`src/rtl/wss_pkg.sv`:
```
// Package for the windowed sensor statistics core.
// Holds sizes, request and statistic codes, the entry layout and the controller states.
// Depends on nothing.
package wss_pkg;

    // Sizes of the statistics store
    localparam int SENSORS      = 8;
    localparam int VALUE_BITS   = 16;
    localparam int COUNT_BITS   = 24;
    localparam int SUM_BITS     = 40;
    localparam int FRAC_BITS    = 8;
    localparam int WIN_NUM      = 4;
    localparam int ENTRIES      = SENSORS * WIN_NUM;
    localparam int ADDR_BITS    = $clog2(ENTRIES);
    localparam int LS_IDX_BITS  = (SENSORS > 1) ? $clog2(SENSORS) : 1;
    localparam int SIDX_CMP     = 8;
    localparam int QUO_BITS     = SUM_BITS + FRAC_BITS;
    localparam int DCNT_BITS    = $clog2(QUO_BITS);

    // Port widths fixed by the request and result layout
    localparam int REQ_BITS     = 2;
    localparam int SIDX_BITS    = 3;
    localparam int SAMPLE_BITS  = 16;
    localparam int WIN_BITS     = 2;
    localparam int KIND_BITS    = 2;

    // Request type codes
    localparam logic [REQ_BITS-1:0] REQ_ADD   = 2'd0;
    localparam logic [REQ_BITS-1:0] REQ_CLEAR = 2'd1;
    localparam logic [REQ_BITS-1:0] REQ_QUERY = 2'd2;

    // Window codes
    localparam logic [WIN_BITS-1:0] WIN_MINUTE = 2'd0;
    localparam logic [WIN_BITS-1:0] WIN_HOUR   = 2'd1;
    localparam logic [WIN_BITS-1:0] WIN_DAY    = 2'd2;
    localparam logic [WIN_BITS-1:0] WIN_REAL   = 2'd3;

    // Statistic codes
    localparam logic [KIND_BITS-1:0] STAT_AVG = 2'd0;
    localparam logic [KIND_BITS-1:0] STAT_MIN = 2'd1;
    localparam logic [KIND_BITS-1:0] STAT_MAX = 2'd2;
    localparam logic [KIND_BITS-1:0] STAT_SUM = 2'd3;

    // One window of one sensor
    typedef struct packed {
        logic [SUM_BITS-1:0]   sum;
        logic [COUNT_BITS-1:0] count;
        logic [VALUE_BITS-1:0] vmin;
        logic [VALUE_BITS-1:0] vmax;
    } t_entry;

    typedef enum logic [2:0] {
        ST_IDLE,
        ST_ADD_RD,
        ST_ADD_WR,
        ST_QRY_RD,
        ST_QRY_EVAL,
        ST_DIV,
        ST_DONE
    } t_state;

endpackage

```
`src/rtl/windowed_sensor_statistics_core.sv`:
```
// Windowed sensor statistics core: per-sensor minute/hour/day/real windows.
// Keeps the windows in one synchronous entry memory; average via a bit-serial divider.
// Depends on wss_pkg.
//
//   Channel   Direction  Handshake                     Payload
//   request   in         i_req_valid / o_req_ready     type, sensor, sample, window, kind
//   result    out        o_res_valid / i_res_ready     value, from-last flag, average flag
//
// Add: a read and a write-back of each of the four window entries in turn.
// Clear: the entry valid bits of the chosen levels drop at once.
// Query: read and evaluate; an average adds the one-bit-per-cycle divider.
// Reset clears the valid bits and last samples at once; no clearing pass.
// A finished result waits in the output register; the next request is taken meanwhile,
// and only a second result stalls until the first has been taken.
module windowed_sensor_statistics_core
    import wss_pkg::*;
(
    input  logic                   i_clk,
    input  logic                   i_rst_n,
    input  logic                   i_req_valid,
    output logic                   o_req_ready,
    input  logic [REQ_BITS-1:0]    i_req_type,
    input  logic [SIDX_BITS-1:0]   i_sensor_index,
    input  logic [SAMPLE_BITS-1:0] i_sample_value,
    input  logic [WIN_BITS-1:0]    i_window,
    input  logic [KIND_BITS-1:0]   i_stat_kind,
    output logic                   o_res_valid,
    input  logic                   i_res_ready,
    output logic [SUM_BITS-1:0]    o_result_value,
    output logic                   o_from_last_value,
    output logic                   o_is_average
);

    t_state r_state, n_state;

    // Captured request
    logic [SIDX_BITS-1:0]  r_sensor;
    logic                  r_sensor_ok;
    logic [VALUE_BITS-1:0] r_value;
    logic [WIN_BITS-1:0]   r_win;
    logic [KIND_BITS-1:0]  r_kind;

    // Entry memory and its valid bits
    logic [$bits(t_entry)-1:0] r_mem [ENTRIES];
    logic [$bits(t_entry)-1:0] r_rd_data;
    logic                      r_rd_valid;
    logic [ENTRIES-1:0]        r_entry_valid;
    logic [VALUE_BITS-1:0]     r_last [SENSORS];

    // Divider
    logic [QUO_BITS-1:0]   r_quo;
    logic [COUNT_BITS-1:0] r_rem;
    logic [COUNT_BITS-1:0] r_den;
    logic [DCNT_BITS-1:0]  r_div_cnt;

    // Staged and output result
    logic [SUM_BITS-1:0] r_res_value;
    logic                r_res_last;
    logic                r_res_avg;
    logic                r_out_valid;
    logic [SUM_BITS-1:0] r_out_value;
    logic                r_out_last;
    logic                r_out_avg;

    // Control decoded from the state
    logic req_ready;
    logic rd_en;
    logic wr_en;
    logic eval_en;
    logic div_en;
    logic load_out;

    logic                   accept;
    logic                   in_sensor_ok;
    logic [ADDR_BITS-1:0]   addr;
    t_entry                 entry;
    t_entry                 n_entry;
    logic [SUM_BITS:0]      sum_ext;
    logic [KIND_BITS-1:0]   eff_kind;
    logic                   need_div;
    logic [VALUE_BITS-1:0]  last_val;
    logic [COUNT_BITS:0]    rem_shift;
    logic                   rem_ge;
    logic [QUO_BITS-1:0]    quo_next;
    logic                   slot_free;

    assign accept       = i_req_valid && req_ready;
    assign in_sensor_ok = SIDX_CMP'(i_sensor_index) < SIDX_CMP'(SENSORS);
    assign addr         = ADDR_BITS'({r_sensor, r_win});
    assign entry        = r_rd_valid ? t_entry'(r_rd_data) : '0;
    assign eff_kind     = (r_win == WIN_REAL) ? STAT_AVG : r_kind;
    assign need_div     = r_sensor_ok && (entry.count != '0) && (eff_kind == STAT_AVG);
    assign last_val     = r_last[LS_IDX_BITS'(r_sensor)];
    assign slot_free    = !r_out_valid || i_res_ready;

    // Next state
    always_comb begin
        n_state = r_state;
        unique case (r_state)
            ST_IDLE: begin
                if (accept) begin
                    priority if (i_req_type == REQ_ADD && in_sensor_ok) begin
                        n_state = ST_ADD_RD;
                    end else if (i_req_type == REQ_QUERY) begin
                        n_state = ST_QRY_RD;
                    end else begin
                        n_state = ST_IDLE;
                    end
                end
            end
            ST_ADD_RD:   n_state = ST_ADD_WR;
            ST_ADD_WR:   n_state = (r_win == WIN_REAL) ? ST_IDLE : ST_ADD_RD;
            ST_QRY_RD:   n_state = ST_QRY_EVAL;
            ST_QRY_EVAL: n_state = need_div ? ST_DIV : ST_DONE;
            ST_DIV:      n_state = (r_div_cnt == DCNT_BITS'(QUO_BITS - 1)) ? ST_DONE : ST_DIV;
            ST_DONE:     n_state = slot_free ? ST_IDLE : ST_DONE;
            default:     n_state = ST_IDLE;
        endcase
    end

    // Control outputs
    always_comb begin
        req_ready = 1'b0;
        rd_en     = 1'b0;
        wr_en     = 1'b0;
        eval_en   = 1'b0;
        div_en    = 1'b0;
        load_out  = 1'b0;
        unique case (r_state)
            ST_IDLE:     req_ready = 1'b1;
            ST_ADD_RD:   rd_en     = 1'b1;
            ST_ADD_WR:   wr_en     = 1'b1;
            ST_QRY_RD:   rd_en     = 1'b1;
            ST_QRY_EVAL: eval_en   = 1'b1;
            ST_DIV:      div_en    = 1'b1;
            ST_DONE:     load_out  = slot_free;
            default:     req_ready = 1'b0;
        endcase
    end

    always_ff @(posedge i_clk) begin
        if (!i_rst_n) begin
            r_state <= ST_IDLE;
        end else begin
            r_state <= n_state;
        end
    end

    // Capture the request; step the window during an add
    always_ff @(posedge i_clk) begin
        if (accept) begin
            r_sensor    <= i_sensor_index;
            r_sensor_ok <= in_sensor_ok;
            r_value     <= VALUE_BITS'(i_sample_value);
            r_kind      <= i_stat_kind;
            r_win       <= (i_req_type == REQ_ADD) ? WIN_MINUTE : i_window;
        end else if (wr_en) begin
            r_win <= r_win + WIN_BITS'(1);
        end
    end

    // Fold the sample into the entry just read
    always_comb begin
        sum_ext = {1'b0, entry.sum} + (SUM_BITS + 1)'(r_value);
        n_entry = entry;
        if (entry.count == '0) begin
            n_entry.vmin = r_value;
            n_entry.vmax = r_value;
        end else begin
            if (r_value < entry.vmin) n_entry.vmin = r_value;
            if (r_value > entry.vmax) n_entry.vmax = r_value;
        end
        n_entry.sum = sum_ext[SUM_BITS] ? '1 : sum_ext[SUM_BITS-1:0];
        if (entry.count != '1) n_entry.count = entry.count + COUNT_BITS'(1);
    end

    // Entry memory: one read port, one write port
    always_ff @(posedge i_clk) begin
        if (wr_en) begin
            r_mem[addr] <= n_entry;
        end
        if (rd_en) begin
            r_rd_data <= r_mem[addr];
        end
    end

    // Valid bits: set on write-back, drop on clear of a level
    always_ff @(posedge i_clk) begin
        if (!i_rst_n) begin
            r_entry_valid <= '0;
            r_rd_valid    <= 1'b0;
        end else begin
            if (rd_en) begin
                r_rd_valid <= r_entry_valid[addr];
            end
            if (wr_en) begin
                r_entry_valid[addr] <= 1'b1;
            end
            if (accept && i_req_type == REQ_CLEAR && i_window != WIN_REAL) begin
                for (int e = 0; e < ENTRIES; e++) begin
                    if (WIN_BITS'(e) <= i_window) begin
                        r_entry_valid[ADDR_BITS'(e)] <= 1'b0;
                    end
                end
            end
        end
    end

    // Last sample of each sensor
    always_ff @(posedge i_clk) begin
        if (!i_rst_n) begin
            for (int s = 0; s < SENSORS; s++) begin
                r_last[LS_IDX_BITS'(s)] <= '0;
            end
        end else if (accept && i_req_type == REQ_ADD && in_sensor_ok) begin
            r_last[LS_IDX_BITS'(i_sensor_index)] <= VALUE_BITS'(i_sample_value);
        end
    end

    // One restoring division step: shift in a dividend bit, subtract if it fits
    always_comb begin
        rem_shift = {r_rem, r_quo[QUO_BITS-1]};
        rem_ge    = rem_shift >= {1'b0, r_den};
        quo_next  = {r_quo[QUO_BITS-2:0], rem_ge};
    end

    // Divider and staged result
    always_ff @(posedge i_clk) begin
        if (eval_en) begin
            r_quo      <= {entry.sum, FRAC_BITS'(0)};
            r_rem      <= '0;
            r_den      <= entry.count;
            r_div_cnt  <= '0;
            if (!r_sensor_ok) begin
                r_res_value <= '0;
                r_res_last  <= 1'b0;
                r_res_avg   <= 1'b0;
            end else if (entry.count == '0) begin
                r_res_value <= SUM_BITS'(last_val);
                r_res_last  <= 1'b1;
                r_res_avg   <= 1'b0;
            end else begin
                r_res_last <= 1'b0;
                r_res_avg  <= (eff_kind == STAT_AVG);
                unique case (eff_kind)
                    STAT_AVG: r_res_value <= '0;
                    STAT_MIN: r_res_value <= SUM_BITS'(entry.vmin);
                    STAT_MAX: r_res_value <= SUM_BITS'(entry.vmax);
                    STAT_SUM: r_res_value <= entry.sum;
                    default:  r_res_value <= '0;
                endcase
            end
        end else if (div_en) begin
            r_quo     <= quo_next;
            r_rem     <= rem_ge ? COUNT_BITS'(rem_shift - {1'b0, r_den})
                                : rem_shift[COUNT_BITS-1:0];
            r_div_cnt <= r_div_cnt + DCNT_BITS'(1);
            // Clamp the finished quotient to the result width
            if (r_div_cnt == DCNT_BITS'(QUO_BITS - 1)) begin
                r_res_value <= (quo_next[QUO_BITS-1:SUM_BITS] != '0) ? '1
                                                                     : quo_next[SUM_BITS-1:0];
            end
        end
    end

    // Output register
    always_ff @(posedge i_clk) begin
        if (!i_rst_n) begin
            r_out_valid <= 1'b0;
        end else if (load_out) begin
            r_out_valid <= 1'b1;
        end else if (i_res_ready) begin
            r_out_valid <= 1'b0;
        end
    end

    always_ff @(posedge i_clk) begin
        if (load_out) begin
            r_out_value <= r_res_value;
            r_out_last  <= r_res_last;
            r_out_avg   <= r_res_avg;
        end
    end

    assign o_req_ready       = req_ready;
    assign o_res_valid       = r_out_valid;
    assign o_result_value    = r_out_value;
    assign o_from_last_value = r_out_last;
    assign o_is_average      = r_out_avg;

endmodule

```
`config.mk`:
```
export PLATFORM = sky130hd
export DESIGN_NAME = windowed_sensor_statistics_core
export DESIGN_NICKNAME = d
export VERILOG_FILES = /design/src/rtl/wss_pkg.sv /design/src/rtl/windowed_sensor_statistics_core.sv
export SDC_FILE = /design/constraint.sdc
export NUM_CORES = 2
export LEC_CHECK = 0
export BUFFER_PORTS_ARGS = -buffer_cell sky130_fd_sc_hd__buf_4
export CAP_MARGIN = 20
export CORE_MARGIN = 3
export CORE_UTILIZATION = 63
export CTS_BUF_LIST = sky130_fd_sc_hd__clkbuf_2
export DETAILED_ROUTE_END_ITERATION = 8
export PLACE_DENSITY_LB_ADDON = 0.3
export SETUP_SLACK_MARGIN = 0.5
export SLEW_MARGIN = 20
export SYNTH_ARGS = -nofsm -noshare
export SYNTH_HDL_FRONTEND = slang
export SYNTH_SLANG_ARGS = --single-unit
export TNS_END_PERCENT = 30
```
`constraint.sdc`:
```
create_clock -name i_clk -period 16.85 [get_ports i_clk]
set_input_delay 0 -clock i_clk [delete_from_list [all_inputs] [get_ports i_clk]]
set_output_delay 0 -clock i_clk [all_outputs]
set_load 0.005 [all_outputs]
```
==> summary.md <==
| Metric | Value |
|---|---|
| DRT antenna net count | 0 |
| CP Capture Type | register |
| Status | finished clean |
| Largest stage delay, worst path | 0.81 ns |
| Ys Warns | 0 |
| Root Buffer | clkbuf_2 |
| Synth Instances | 6778 |
| Stages on the worst setup path | 10 |
| Die width | 474 um |
| Final instance area | 0.152 mm^2 |
| Crit path max-delay family | simple AND/OR/NAND/NOR gates |
| Iteration-0 DRC Markers | 12223 |
| Total CTS buffers | 824 |
| # fillers | 13049 |
| Total number of vias | 77415 |
| Final net count | 7730 |
| Worst vdd ir | 0.0902 mV |
| Actual slew at the worst max-slew pin | 1.36 ns |
| Fraction of registers with async set/reset | 0% |
| WS Path Type | register to register |
| Crit path from | r_rd_valid |
| Routability cong. | 0.961 |
| H-tree level count | 6 |
| Die area | 0.225 mm^2 |
| Data required, critical path | 18.39 ns |
| Synth Register Bits | 3545 |
| Critical path launch point type | register |
| Number of setup buffers added after CTS | 0 |
| Standard-cell rows | 171 |
| Leakage power | 0.0500 uW |
| Max Root-Sink Buffers | 4 |
| CTS tree | yes |
| Die Ht | 474 um |
| Core area | 0.218 mm^2 |
| IO Port Bufs | 72 |
| FF-to-FF Start | r_rd_valid |
| Layout cells sized above 1 | 30.3% |
| I/O pins | 73 |
| First-pass GRT wire length | 534 mm |
| Worst Setup EP | r_mem[30][57] |
| Clock Latency Late Sink | 2.14 ns |
| Distinct cells, synth | 77 |
| Max-Cap Viols | 0 |
| Vias/cell | 6.94 |
| Mapped Nets | 6876 |
| Period utilisation layout | 35.0% |
| Worst hold path class | primary input to register |
| Final setup viols | 0 |
| Worst path slowest cell | nand2b_1 |
| Top_reg_cell synth | edfxtp_1 |
| Clk sink count | 3545 |
| Total gr overflow | 0 |
| TritonRoute pass-1 iters | 8 |
| Worst slew margin | 9.45% |
| Buf/Inv on CP | 2 |
| DRC Markers | 0 |
| Setup TNS | 0 ns |
| Reg2reg end | r_mem[30][57] |
| Minimum clock period | 5.90 ns |
| Power Density | 113 mW/mm^2 |
| Max Clk Rate | 170 MHz |
| CTS clk-pin slew, worst paths | 0.11 ns |
| Placed cell area | 0.143 mm^2 |
| Routed WL | 372 mm |
| P&R area growth vs syn | 10.2% |
| Pins Over Slew Limit | 0 |
| Worst r2r path cells | 10 |
| Flop2flop setup slack | 10.95 ns |
| CP Max Fanout | 73 |
| Detailed placer's ending HPWL | 188 mm |
| Wire per inst | 33.3 um |
| Vias in the first global route | 76237 |
| Worst-path cell chain | buf_4 -> nand2_1 -> nor2_1 -> o32ai_1 -> o31ai_1 -> o2111ai_1 -> a21o_1 -> or4_1 -> buf_4 -> nand2b_1 |
| Post-synth EDFFs | 3467 |
| RSZ-0062 raised after global routing | no |
| Critical Path AT | 7.43 ns |
| Mean post-synth cell area | 20.4 um^2 |
| Initial antenna violation count | 17 |
| Final hold violations | 0 |
| Post-synthesis sequential area ratio | 76.4% |
| Post-Syn Area | 0.138 mm^2 |
| Clock skew | 0.284 ns |
| Cell mode on critical path | buf_4 |
| Initial core utilization | 63.5% |
| All-Layer GR Usage | 33.4% |
| Largest net degree at the start of global routing | 149 |
## tightest hold or removal path: cells and delay by family
kind	cells	cell delay, ns
AO/OA/AOI/OAI	2	0.33
buffers and inverters	4	1.89
AND/OR/NAND/NOR	1	0.12
## power breakdown
group | switching [uW] | internal (uW) | leakage (uW) | total (uW)
sequential | 75.3 | 9870 | 0.0323 | 9940
combinational | 1020 | 731 | 0.0119 | 1760
clock | 3340 | 2140 | 0.00573 | 5480
## worst min-delay path by stage
| stage | startpoint | endpoint | slack [ns] | depth (start not counted) |
|---|---|---|---|---|
| after CTS | i_req_type[1] | r_entry_valid[8] | 0.0004 | 7 |
| after detailed placement | i_sensor_index[0] | r_sensor[0] | 0.23 | 1 |
| after floorplan | i_stat_kind[0] | r_kind[0] | 0.1 | 0 |
| after global routing | i_sample_value[8] | r_last[5][8] | 0.12 | 5 |
| final | i_req_type[1] | r_entry_valid[4] | 0.26 | 7 |
| after global placement | i_sensor_index[0] | r_sensor[0] | 0.21 | 1 |
## cell usage in the layout, fill, tap and decap left out, types with 48 or more instances in the layout
master	count
a21oi_1	120
a22oi_1	402
and2_1	160
buf_4	256
clkbuf_2	1208
clkinv_1	224
dfxtp_1	74
dlygate4sd3_1	134
edfxtp_1	3467
ha_1	68
inv_1	69
mux4_2	808
nand2_1	215
nand3_1	49
nand4_1	120
nor2_1	203
nor3_1	56
o21ai_0	117
xnor2_1	48
## metal layers
layer | vias up | GRT usage (%) | wire [um]
met5 | - | 0 | 116
met4 | 16 | 12.8 | 14700
met3 | 1036 | 9.16 | 55200
met2 | 6723 | 50.8 | 174000
met1 | 39194 | 47.3 | 128000
li1 | 30446 | - | -
## synthesized netlist by cell type (4+ instances only)
cell       count  area [um^2]
a211oi_1      13         97.6
nand2b_1      26          163
nand2_1      216          811
nand3_1       50          250
a31oi_1        7         43.8
mux2_2        33          372
edfxtp_1    3467       104000
a32oi_1        5         43.8
o21a_1        11         82.6
a22o_1         4         35.0
ha_1          68          851
buf_1         93          349
o21ba_2        4         40.0
inv_1         69          259
o21ai_0      125          626
mux4_2       808        18200
o31ai_1        7         52.6
and3_1        13         81.3
nand4_1      120          751
or3_1          7         43.8
o31a_1         4         35.0
or2_2          4         25.0
a21oi_1      121          606
mux2i_1       63          631
and2_1       165         1030
a22oi_1      402         3020
nor2b_1       13         81.3
buf_4          5         37.5
o21ai_1        5         25.0
o22ai_1        6         37.5
nor2_1       240          901
dfxtp_1       78         1560
xor2_1        25          219
nor3_1        58          290
a21o_1        19          143
nor4_1        14         87.6
buf_6          4         45.0
o211ai_1      10         75.1
o2111ai_1      4         35.0
or4_1          4         30.0
xnor2_1       57          499
buf_2         22          110
clkbuf_1     257          965
## cell type report
type | count | area [um^2] | share of cell area, %
Clock buffer | 1208 | 6050 | 3.97
Sequential cell | 3545 | 106000 | 69.4
Inverter | 73 | 274 | 0.180
Timing Repair Buffer | 409 | 3600 | 2.36
Clock inverter | 285 | 1530 | 1.01
Multi-Input combinational cell | 2779 | 31700 | 20.8
Antenna cell | 5 | 12.5 | 0.00821
Tap cell | 2854 | 3570 | 2.34
## sequential cells by signal (all words and copies together), names as in the netlist, 6 cells and up, named ones only
name,cells
r_res_value,40
o_result_value,40
r_mem,3072
r_rem,24
r_last,128
r_div_cnt,6
r_entry_valid,32
r_value,16
r_den,24
r_rd_data,96
r_quo,48
## metrics by stage
stage | hold WS [ns] | instances | util (%) | setup WS (ns) | power (uW)
after detailed placement | 0.229 | 9523 | 65.8 | 11.43 | 11800
after floorplan | 0.0989 | 6778 | - | 10.58 | 11300
after CTS | 0.000427 | 11150 | 69.9 | 11.24 | 17200
after global routing | 0.121 | 11158 | 70.0 | 10.85 | 17800
final | 0.258 | 11158 | 70.0 | 10.95 | 17200
after global placement | 0.210 | 9514 | 65.7 | 11.46 | 11800
## cell families (layout without fill, tap and decap cells)
family,Yosys count,in the layout,synth area share (%)
AND/OR/NAND/NOR,948,948,3.42
XOR/XNOR,83,83,0.531
other,0,5,0
multiplexers,904,904,13.9
AO/OA/AOI/OAI,774,774,3.82
buffers and inverters,454,1975,1.29
adder cells (fa/ha/maj),70,70,0.637
flip-flops,3545,3545,76.4
## what timing repair did
action                     4_1_cts  5_1_grt
setup endpoints to repair        0        0
resized for setup                0        0
hold endpoints to repair       384        0
hold buffers                   134        0
Note: power is estimated with default switching activity, not from simulation.
